==> src/hdl/assert_macros.svh <==
// Assertion macros shared by the RTL of the sensor frame decoder.
// No dependencies; define NO_ASSERTIONS to compile them away.
`ifndef ASSERT_MACROS_SVH
`define ASSERT_MACROS_SVH

`ifndef NO_ASSERTIONS

// Clocked check, disabled while reset is asserted (active-low reset).
`define HSFD_ASSERT(lbl, clk, rstn, prop, msg) \
    lbl: assert property (@(posedge clk) disable iff (!(rstn)) (prop)) else $error(msg);

// Clocked check that also holds during reset.
`define HSFD_ASSERT_ALWAYS(lbl, clk, prop, msg) \
    lbl: assert property (@(posedge clk) (prop)) else $error(msg);

`else

`define HSFD_ASSERT(lbl, clk, rstn, prop, msg)
`define HSFD_ASSERT_ALWAYS(lbl, clk, prop, msg)

`endif

`endif

==> src/hdl/hsfd_pkg.sv <==
// Package for the sensor frame decoder: frame constants, status codes
// and the reflected CRC-16 byte update. No dependencies.
package hsfd_pkg;

    localparam logic [15:0] CRC_INIT  = 16'hFFFF;
    localparam logic [15:0] CRC_POLY  = 16'hA001;
    localparam logic [7:0]  FUNC_CODE = 8'h03;
    localparam logic [7:0]  LEN_CODE  = 8'h04;
    localparam logic [15:0] SIGN_BIT  = 16'h8000;
    localparam logic [15:0] MAG_MASK  = 16'h7FFF;

    // Byte positions within the eight-byte reply
    localparam logic [2:0] POS_FUNC    = 3'd0;
    localparam logic [2:0] POS_LEN     = 3'd1;
    localparam logic [2:0] POS_HUMI_HI = 3'd2;
    localparam logic [2:0] POS_HUMI_LO = 3'd3;
    localparam logic [2:0] POS_TEMP_HI = 3'd4;
    localparam logic [2:0] POS_TEMP_LO = 3'd5;
    localparam logic [2:0] POS_CRC_LO  = 3'd6;
    localparam logic [2:0] POS_CRC_HI  = 3'd7;

    typedef enum logic [1:0] {
        ST_OK     = 2'd0,
        ST_HEADER = 2'd1,
        ST_CRC    = 2'd2
    } status_t;

    // One byte through the reflected CRC: eight unrolled shift/xor steps
    function automatic logic [15:0] crc16_byte(input logic [15:0] crc_in,
                                               input logic [7:0]  data);
        logic [15:0] c;
        c = crc_in ^ {8'h00, data};
        for (int i = 0; i < 8; i++) begin
            c = c[0] ? ((c >> 1) ^ CRC_POLY) : (c >> 1);
        end
        return c;
    endfunction

endpackage

==> src/hdl/humidity_sensor_frame_decoder_unit.sv <==
// Humidity sensor frame decoder, top level.
// Depends on hsfd_pkg.sv and assert_macros.svh.
//
// Decodes the eight-byte read reply of a temperature/humidity sensor that
// arrives one byte per input transaction (s_tdata = byte, s_tuser = start
// of frame). Bytes 0..5 run through a reflected CRC-16 (init 0xFFFF, poly
// 0xA001); byte 0 must be 0x03 and byte 1 must be 0x04; bytes 2,3 are the
// humidity word and bytes 4,5 the sign-magnitude temperature word (high
// byte first); bytes 6,7 carry the received CRC, low byte first. When byte
// 7 is taken, one result transaction follows on the next cycle: status
// (header error wins over CRC mismatch), signed temperature and humidity
// in tenths, and a below-zero flag. Error results carry zero data; a
// negative zero decodes to 0. The sign comes from each frame's own word.
// s_tuser high abandons a partial frame silently and takes the byte as
// byte 0; after byte 7 the next byte is byte 0 even without s_tuser.
// Rate: one byte per clock cycle while no result is stalled. The single
// output register is the only throttle: s_tready drops only while a result
// sits there untaken.
`include "assert_macros.svh"

module humidity_sensor_frame_decoder_unit (
    input  logic        aclk,
    input  logic        aresetn,
    // input byte stream
    input  logic        s_tvalid,
    output logic        s_tready,
    input  logic [7:0]  s_tdata,   // [7:0] frame_byte
    input  logic        s_tuser,   // [0] frame_start
    // result stream
    output logic        m_tvalid,
    input  logic        m_tready,
    output logic [39:0] m_tdata    // [1:0] status, [17:2] temperature_tenths,
                                   // [33:18] humidity_tenths, [34] below_zero,
                                   // [39:35] zero
);

    // Frame state
    logic [2:0]  pos_reg,    pos_next;
    logic [15:0] crc_reg,    crc_next;
    logic        hdr_ok_reg, hdr_ok_next;
    logic [15:0] humi_reg,   humi_next;
    logic [15:0] temp_reg,   temp_next;
    logic [7:0]  crc_lo_reg, crc_lo_next;

    // Result register
    logic                 out_valid_reg, out_valid_next;
    hsfd_pkg::status_t    res_status_reg, res_status_next;
    logic signed [15:0]   res_temp_reg,   res_temp_next;
    logic [15:0]          res_humi_reg,   res_humi_next;
    logic                 res_below_reg,  res_below_next;

    // Working signals
    logic        in_acc;
    logic        last_byte_acc;
    logic [2:0]  pos_eff;      // position after a start flag is applied
    logic [15:0] crc_base;
    logic        hdr_base;
    logic [15:0] crc_upd;
    logic [15:0] rx_crc;
    logic [14:0] temp_mag;
    logic        temp_neg;
    logic signed [15:0] temp_dec;
    hsfd_pkg::status_t  status_dec;

    // Output slot free, or being drained this cycle
    assign s_tready = !out_valid_reg || m_tready;
    assign in_acc   = s_tvalid && s_tready;

    assign pos_eff  = s_tuser ? hsfd_pkg::POS_FUNC : pos_reg;
    assign crc_base = s_tuser ? hsfd_pkg::CRC_INIT : crc_reg;
    assign hdr_base = s_tuser ? 1'b1 : hdr_ok_reg;
    assign crc_upd  = hsfd_pkg::crc16_byte(crc_base, s_tdata);

    assign last_byte_acc = in_acc && (pos_eff == hsfd_pkg::POS_CRC_HI);

    // Result decode, valid when the last byte is on the input
    assign rx_crc   = {s_tdata, crc_lo_reg};
    assign temp_mag = temp_reg[14:0];
    assign temp_neg = ((temp_reg & hsfd_pkg::SIGN_BIT) != 16'h0000) && (temp_mag != 15'd0);
    assign temp_dec = temp_neg ? -$signed({1'b0, temp_mag}) : $signed({1'b0, temp_mag});

    always_comb begin
        if (!hdr_base) begin
            status_dec = hsfd_pkg::ST_HEADER;
        end else if (rx_crc != crc_base) begin
            status_dec = hsfd_pkg::ST_CRC;
        end else begin
            status_dec = hsfd_pkg::ST_OK;
        end
    end

    // Frame state update
    always_comb begin
        pos_next    = pos_reg;
        crc_next    = crc_reg;
        hdr_ok_next = hdr_ok_reg;
        humi_next   = humi_reg;
        temp_next   = temp_reg;
        crc_lo_next = crc_lo_reg;
        if (in_acc) begin
            pos_next    = pos_eff + 3'd1;   // wraps to byte 0 after the last byte
            crc_next    = crc_base;
            hdr_ok_next = hdr_base;
            case (pos_eff)
                hsfd_pkg::POS_FUNC: begin
                    crc_next = crc_upd;
                    if (s_tdata != hsfd_pkg::FUNC_CODE) hdr_ok_next = 1'b0;
                end
                hsfd_pkg::POS_LEN: begin
                    crc_next = crc_upd;
                    if (s_tdata != hsfd_pkg::LEN_CODE) hdr_ok_next = 1'b0;
                end
                hsfd_pkg::POS_HUMI_HI: begin
                    crc_next  = crc_upd;
                    humi_next = {s_tdata, humi_reg[7:0]};
                end
                hsfd_pkg::POS_HUMI_LO: begin
                    crc_next  = crc_upd;
                    humi_next = {humi_reg[15:8], s_tdata};
                end
                hsfd_pkg::POS_TEMP_HI: begin
                    crc_next  = crc_upd;
                    temp_next = {s_tdata, temp_reg[7:0]};
                end
                hsfd_pkg::POS_TEMP_LO: begin
                    crc_next  = crc_upd;
                    temp_next = {temp_reg[15:8], s_tdata};
                end
                hsfd_pkg::POS_CRC_LO: begin
                    crc_lo_next = s_tdata;
                end
                hsfd_pkg::POS_CRC_HI: begin
                    // frame done: fresh CRC and header check
                    crc_next    = hsfd_pkg::CRC_INIT;
                    hdr_ok_next = 1'b1;
                end
                default: begin
                end
            endcase
        end
    end

    // Result register update
    always_comb begin
        out_valid_next  = out_valid_reg && !m_tready;
        res_status_next = res_status_reg;
        res_temp_next   = res_temp_reg;
        res_humi_next   = res_humi_reg;
        res_below_next  = res_below_reg;
        if (last_byte_acc) begin
            out_valid_next  = 1'b1;
            res_status_next = status_dec;
            if (status_dec == hsfd_pkg::ST_OK) begin
                res_temp_next  = temp_dec;
                res_humi_next  = humi_reg;
                res_below_next = temp_neg;
            end else begin
                res_temp_next  = 16'sd0;
                res_humi_next  = 16'd0;
                res_below_next = 1'b0;
            end
        end
    end

    always_ff @(posedge aclk) begin
        if (!aresetn) begin
            pos_reg       <= hsfd_pkg::POS_FUNC;
            crc_reg       <= hsfd_pkg::CRC_INIT;
            hdr_ok_reg    <= 1'b1;
            out_valid_reg <= 1'b0;
        end else begin
            pos_reg       <= pos_next;
            crc_reg       <= crc_next;
            hdr_ok_reg    <= hdr_ok_next;
            out_valid_reg <= out_valid_next;
        end
    end

    // Payload: always written before being read within a frame
    always_ff @(posedge aclk) begin
        humi_reg       <= humi_next;
        temp_reg       <= temp_next;
        crc_lo_reg     <= crc_lo_next;
        res_status_reg <= res_status_next;
        res_temp_reg   <= res_temp_next;
        res_humi_reg   <= res_humi_next;
        res_below_reg  <= res_below_next;
    end

    assign m_tvalid = out_valid_reg;
    assign m_tdata  = {5'b00000, res_below_reg, res_humi_reg, res_temp_reg, res_status_reg};

    // Checks
    `HSFD_ASSERT(a_stall_blocks_input, aclk, aresetn,
        (out_valid_reg && !m_tready) |-> !s_tready, "input taken while result stalled")
    `HSFD_ASSERT(a_new_result_from_last_byte, aclk, aresetn,
        (out_valid_reg && !$past(out_valid_reg && !m_tready)) |-> $past(last_byte_acc),
        "result without a completed frame")
    `HSFD_ASSERT(a_below_zero_consistent, aclk, aresetn,
        out_valid_reg |-> (!res_below_reg ||
            (res_status_reg == hsfd_pkg::ST_OK && res_temp_reg[15])),
        "below_zero set on error or non-negative temperature")
    `HSFD_ASSERT(a_error_zero_data, aclk, aresetn,
        (out_valid_reg && res_status_reg != hsfd_pkg::ST_OK) |->
            (res_temp_reg == 16'sd0 && res_humi_reg == 16'd0),
        "error result carries data")
    `HSFD_ASSERT(a_frame_restart, aclk, aresetn,
        last_byte_acc |=> (pos_reg == hsfd_pkg::POS_FUNC && crc_reg == hsfd_pkg::CRC_INIT
            && hdr_ok_reg), "frame state not restarted after last byte")

endmodule
==> config.mk <==
export PLATFORM = sky130hd
export DESIGN_NAME = humidity_sensor_frame_decoder_unit
export DESIGN_NICKNAME = d
export VERILOG_FILES = /design/src/hdl/hsfd_pkg.sv /design/src/hdl/humidity_sensor_frame_decoder_unit.sv
export VERILOG_INCLUDE_DIRS = /design/src /design/src/hdl
export SDC_FILE = /design/constraint.sdc
export NUM_CORES = 1
export LEC_CHECK = 0
export ABC_CLOCK_PERIOD_IN_PS = 3900
export BUFFER_PORTS_ARGS = -buffer_cell sky130_fd_sc_hd__buf_2
export CORE_MARGIN = 4
export CORE_UTILIZATION = 35
export DETAILED_ROUTE_END_ITERATION = 8
export SYNTH_ARGS = -nofsm -noshare
export SYNTH_HDL_FRONTEND = slang
export SYNTH_SLANG_ARGS = --single-unit
==> constraint.sdc <==
create_clock -name aclk -period 3.9 [get_ports aclk]
set_clock_uncertainty 0.1 [all_clocks]
set_input_delay 0.39 -clock aclk [delete_from_list [all_inputs] [get_ports aclk]]
set_output_delay 0.39 -clock aclk [all_outputs]
set_load 0.005 [all_outputs]
After elaboration in Yosys (flattened, before gate mapping)
Index checks and enable logic that the tools add are counted.
- $add $sub $neg: 2
- equal/unequal tests: 10
- mux-type cells: 21
- bitwise gates (word level): 13
- reductions and logical operators: 17
- operators with widths (operator ; count):
    2-to-1 mux 16 bit ; 9
    one-hot mux 16 bit (2 select lines) ; 3
    inverter 2 -> 3 bit ; 8
    inequality test 16 bit ; 1
    negation 15 -> 16 bit ; 1
    bitwise XOR 16 x 8 -> 16 bit ; 1
    2-to-1 mux 15 bit ; 1
    nonzero test 15 bit ; 1
    == test 3 bit, second input constant ; 4
    AND reduction 3 bit ; 4
    inequality test 8 x 2 -> 1 bit, second input constant ; 1
    inequality test 8 x 3 -> 1 bit, second input constant ; 1
    == test 3 x 2 -> 1 bit, second input constant ; 2
    OR reduction 6 bit ; 1
    logical AND 1 bit ; 4
    2-to-1 mux 1 bit ; 4
    2-to-1 mux 2 bit ; 2
    inverter 1 bit ; 4
    AND reduction 2 bit ; 2
    adder 3 x 1 -> 3 bit, second input constant ; 1
    == test 3 x 1 -> 1 bit, second input constant ; 1
    zero test 3 bit ; 1
    2-to-1 mux 3 bit ; 1
    one-hot mux 1 bit (3 select lines) ; 1
    3 further kinds ; 4
- register bits after elaboration: 96
- bits of input ports: 13
- output and inout port bits: 42

Longest topological paths before layout
- depth in word-level cells: 19
- gate-level depth with buffers: 12
- gate-level depth less buffers: 10

Least setup slack after synthesis
Ideal clock, no wire load.
- path kind: input to register
- start point: in s_tuser
- end point: reg crc_reg[1]
- library setup time: 0.061 ns
- data arrival time: 2.829 ns
- path slack: 0.910 ns
- stages on the path: 12
- path buffers: 4
- cells stage by stage: buf_2 clkbuf_1 buf_2 nor2b_1 ha_1 ha_1 a2111oi_4 or3_1 clkbuf_1 nand2b_1 o22ai_1 nand2_1
- cells in the longest elaborated chain, start to end: 11
- elaborated cells between the ends (all ways): 20
- ends and longest elaborated chain (what ; RTL line ; source):
    from (decl) ; humidity_sensor_frame_decoder_unit.sv:28 ; input logic s_tuser,
    2-to-1 mux 16 bit ; humidity_sensor_frame_decoder_unit.sv:70 ; assign crc_base = s_tuser ? hsfd_pkg::CRC_INIT : crc_reg;
    bitwise XOR 16 x 8 -> 16 bit ; hsfd_pkg.sv:32 ; c = crc_in ^ {8'h00, data};
    2-to-1 mux 16 bit (8 in series) ; hsfd_pkg.sv:34 ; c = c[0] ? ((c >> 1) ^ CRC_POLY) : (c >> 1);
    one-hot mux 16 bit (2 select lines) (*) ; humidity_sensor_frame_decoder_unit.sv:104 ; case (pos_eff)
    to (signal assigned) ; humidity_sensor_frame_decoder_unit.sv:168 ; crc_reg <= hsfd_pkg::CRC_INIT;
    to (signal assigned) ; humidity_sensor_frame_decoder_unit.sv:173 ; crc_reg <= crc_next;
    to (decl) ; humidity_sensor_frame_decoder_unit.sv:39 ; logic [15:0] crc_reg, crc_next;
Mark *: on every way between the ends. The rest lies on a longest branch, timed or not.
A chain may end at the register's enable or synchronous reset.

Worst setup path in the final report
- start point: reg pos_reg[0]
- end point: reg crc_reg[5]
- cells in the longest elaborated chain, start to end: 4
- elaborated cells between the ends (all ways): 10
- ends and longest elaborated chain (what ; RTL line ; source):
    from (decl) ; humidity_sensor_frame_decoder_unit.sv:38 ; logic [2:0] pos_reg, pos_next;
    from (signal assigned) ; humidity_sensor_frame_decoder_unit.sv:167 ; pos_reg <= hsfd_pkg::POS_FUNC;
    from (signal assigned) ; humidity_sensor_frame_decoder_unit.sv:172 ; pos_reg <= pos_next;
    2-to-1 mux 3 bit (*) ; humidity_sensor_frame_decoder_unit.sv:69 ; assign pos_eff = s_tuser ? hsfd_pkg::POS_FUNC : pos_reg;
    == test 3 bit (tied with other cells) ; humidity_sensor_frame_decoder_unit.sv:104 ;
    OR reduction 6 bit (no source line) ; - ;
    one-hot mux 16 bit (2 select lines) (*) ; humidity_sensor_frame_decoder_unit.sv:104 ;
Marks and branches as above.

==> metrics <==
Clock Power Share=0.389; status=finished, final reports clean; Design Area, Final=5510 um^2; vias per inst=approximately 5; Data required, critical path=4.09 ns; clock sink count=96; post-route ant nets=0; Cells after Synth=456; Slew headroom=0.314; Worst-Margin Slew=1.03 ns; first-pass GRT wire length=16.6 mm; 1st-pass router iterations=4; power after layout=~2.2 mW; DIE HEIGHT=126 um; drt first-iter violations=between 200 and 250; fin. max-slew vios=0; ys async rst share=0; Critical Path AT=2.97 ns; CP Launch Type=register; launch point of the worst path=pos_reg[0]; routability cong.=0.858; Synth Area per Inst=10.7 um^2; clock slew at reported path FFs=0.07 ns; row cnt=42; cts repair resizes=0; Post-synth top flop=edfxtp_1; PwrDens=401 nW/um^2; final setup fails=0; number of enable flip-flop cells after synthesis=75; Max Cap Viol=0; Clock Latency Late Sink=0.35 ns; Worst setup endpoint=crc_reg[5]; Post-CTS Setup Bufs=0; HPWL after DPL=7.33 mm; CP Capture Type=register; Cell Int Power=about 1.7 mW; gr usage total=0.130; I/O pin cnt=55; Num CTS Buffers=9; fmax=360 MHz; maximum root-to-sink buffer count=2; LEAKAGE=2.06 nW; DR WL/cell=roughly 15 um; commonest non-fill, non-tap cell in the layout=edfxtp_1; Final Cycle Share=0.713; CTS tree=built; die width=about 130 um; Nets=509; area post-placement=between 5000 and 6000 um^2; reg2reg path depth=7; # H-tree levels=3; cts hold-fix bufs=0; Sequential Power Share=0.517; die area=15900 um^2; ANT cells=0; number of global-route vias before repair=3254; Comb power frac=0.094; R2R Setup Slk=1.12 ns; worst r2r src=pos_reg[0]; Worst Hold Class=input pin to register; Sum Neg Setup Slack=0 ns; DRC=0; Synth cell types=40; final hold vios=0; total number of vias=roughly 3400; switching power=about 520 uW; Critical Path Fanout Max=19; Clock Root Buffer=clkbuf_16; # port buffers=between 40 and 50; r2r endpoint=crc_reg[5]; YS warnings=0; Initial Utilization=0.362; kind of critical path=register to register; initial antenna violation count=0; crit path time final=2.78 ns; Worst Hold Depth=2; Net Sw Frac=0.235; Util after Layout=0.409; fraction of layout instances using a drive strength above 1=0.156; Core Region=between 10000 and 15000 um^2; most frequent cells in the layout=75 x edfxtp_1, 49 x buf_2, 48 x nand2_1; sequential area share after synthesis=0.549; routed wire length=10.1 mm; total grt overflow=0; worst vdd rail ir drop=a little under 0.2 mV; RSZ-0062 raised after global routing=no; largest net degree at the start of global routing=36; flop and latch count out of synthesis=96; Post-Syn Area=4870 um^2; Area growth syn-to-layout=13.2%
-- worst min path at each step --
stage          slack, ns  startpoint     endpoint
5_1_grt             0.26     aresetn  crc_reg[10]
2_1_floorplan       0.34  pos_reg[1]   pos_reg[1]
4_1_cts             0.25     aresetn   crc_reg[1]
3_5_place_dp        0.35  pos_reg[1]   pos_reg[1]
6_report            0.26     aresetn   crc_reg[4]
3_3_place_gp        0.35  pos_reg[1]   pos_reg[1]
-- layer usage --
layer	GRT usage	wire, um	vias to the layer above
met3	0.0419	624	14
met1	0.163	4370	1612
li1	-	-	1685
met2	0.215	4880	80
met4	0.0416	184	0
met5	0	0	-
-- synthesized netlist by cell type (8+ instances only) --
master | instances | area (um^2)
clkbuf_1 | 23 | 86.3
inv_1 | 11 | 41.3
buf_4 | 8 | 60.1
a21oi_1 | 17 | 85.1
and2_1 | 18 | 113
nor2b_1 | 10 | 62.6
nor2_1 | 27 | 101
xor2_1 | 20 | 175
a211oi_1 | 8 | 60.1
xnor2_1 | 22 | 193
nand2_1 | 48 | 180
o41ai_1 | 10 | 87.6
edfxtp_1 | 75 | 2250
or3_1 | 12 | 75.1
and3_1 | 33 | 206
nand3_1 | 10 | 50.1
dfxtp_1 | 21 | 420
nor3_1 | 11 | 55.1
o22ai_1 | 18 | 113
-- power groups by stage --
stage | registers (mW) | logic [mW] | clock network, mW
final | 1.14 | 0.207 | 0.860
after global routing | 1.14 | 0.232 | 0.928
after CTS | 1.14 | 0.207 | 0.878
after detailed placement | 1.16 | 0.206 | 0
after global placement | 1.16 | 0.202 | 0
after floorplan | 1.15 | 0.178 | 0
-- worst max-delay path: stages (launching register included) --
cell	delay, ns
dfxtp_1	0.32
nor2b_1	0.30
ha_1	0.25
ha_1	0.52
a2111oi_4	0.14
a21oi_1	0.82
o22ai_1	0.17
nand2_1	0.10
-- logic make-up (layout without fill, tap and decap cells) --
family	Yosys count	count (layout)	synth area share
DFF	96	96	0.549
xor gates and xnor gates	42	42	0.0756
adders and majority gates	7	7	0.0180
and+or+nand+nor	187	187	0.204
other	1	5	0.000770
buffers and inverters	49	82	0.0455
AOI/OAI and AO/OA	74	74	0.107
-- through the flow --
stage	setup WS [ns]	hold WS, ns	cells
detailed placement	0.821	0.353	654
global route	0.856	0.263	669
floorplan	0.910	0.337	460
finish	1.12	0.260	669
global placement	0.936	0.352	654
CTS	1.15	0.251	669
-- cell type report --
cell class	count	area (um^2)
fill	1310	7950
sequential	96	2670
multi-input combinational	315	1990
timing repair buffer	56	298
clock buffer	10	229
tap	176	220
clock inverter	5	58.8
inverter	11	41.3
Power figures use the tool's default switching activity.
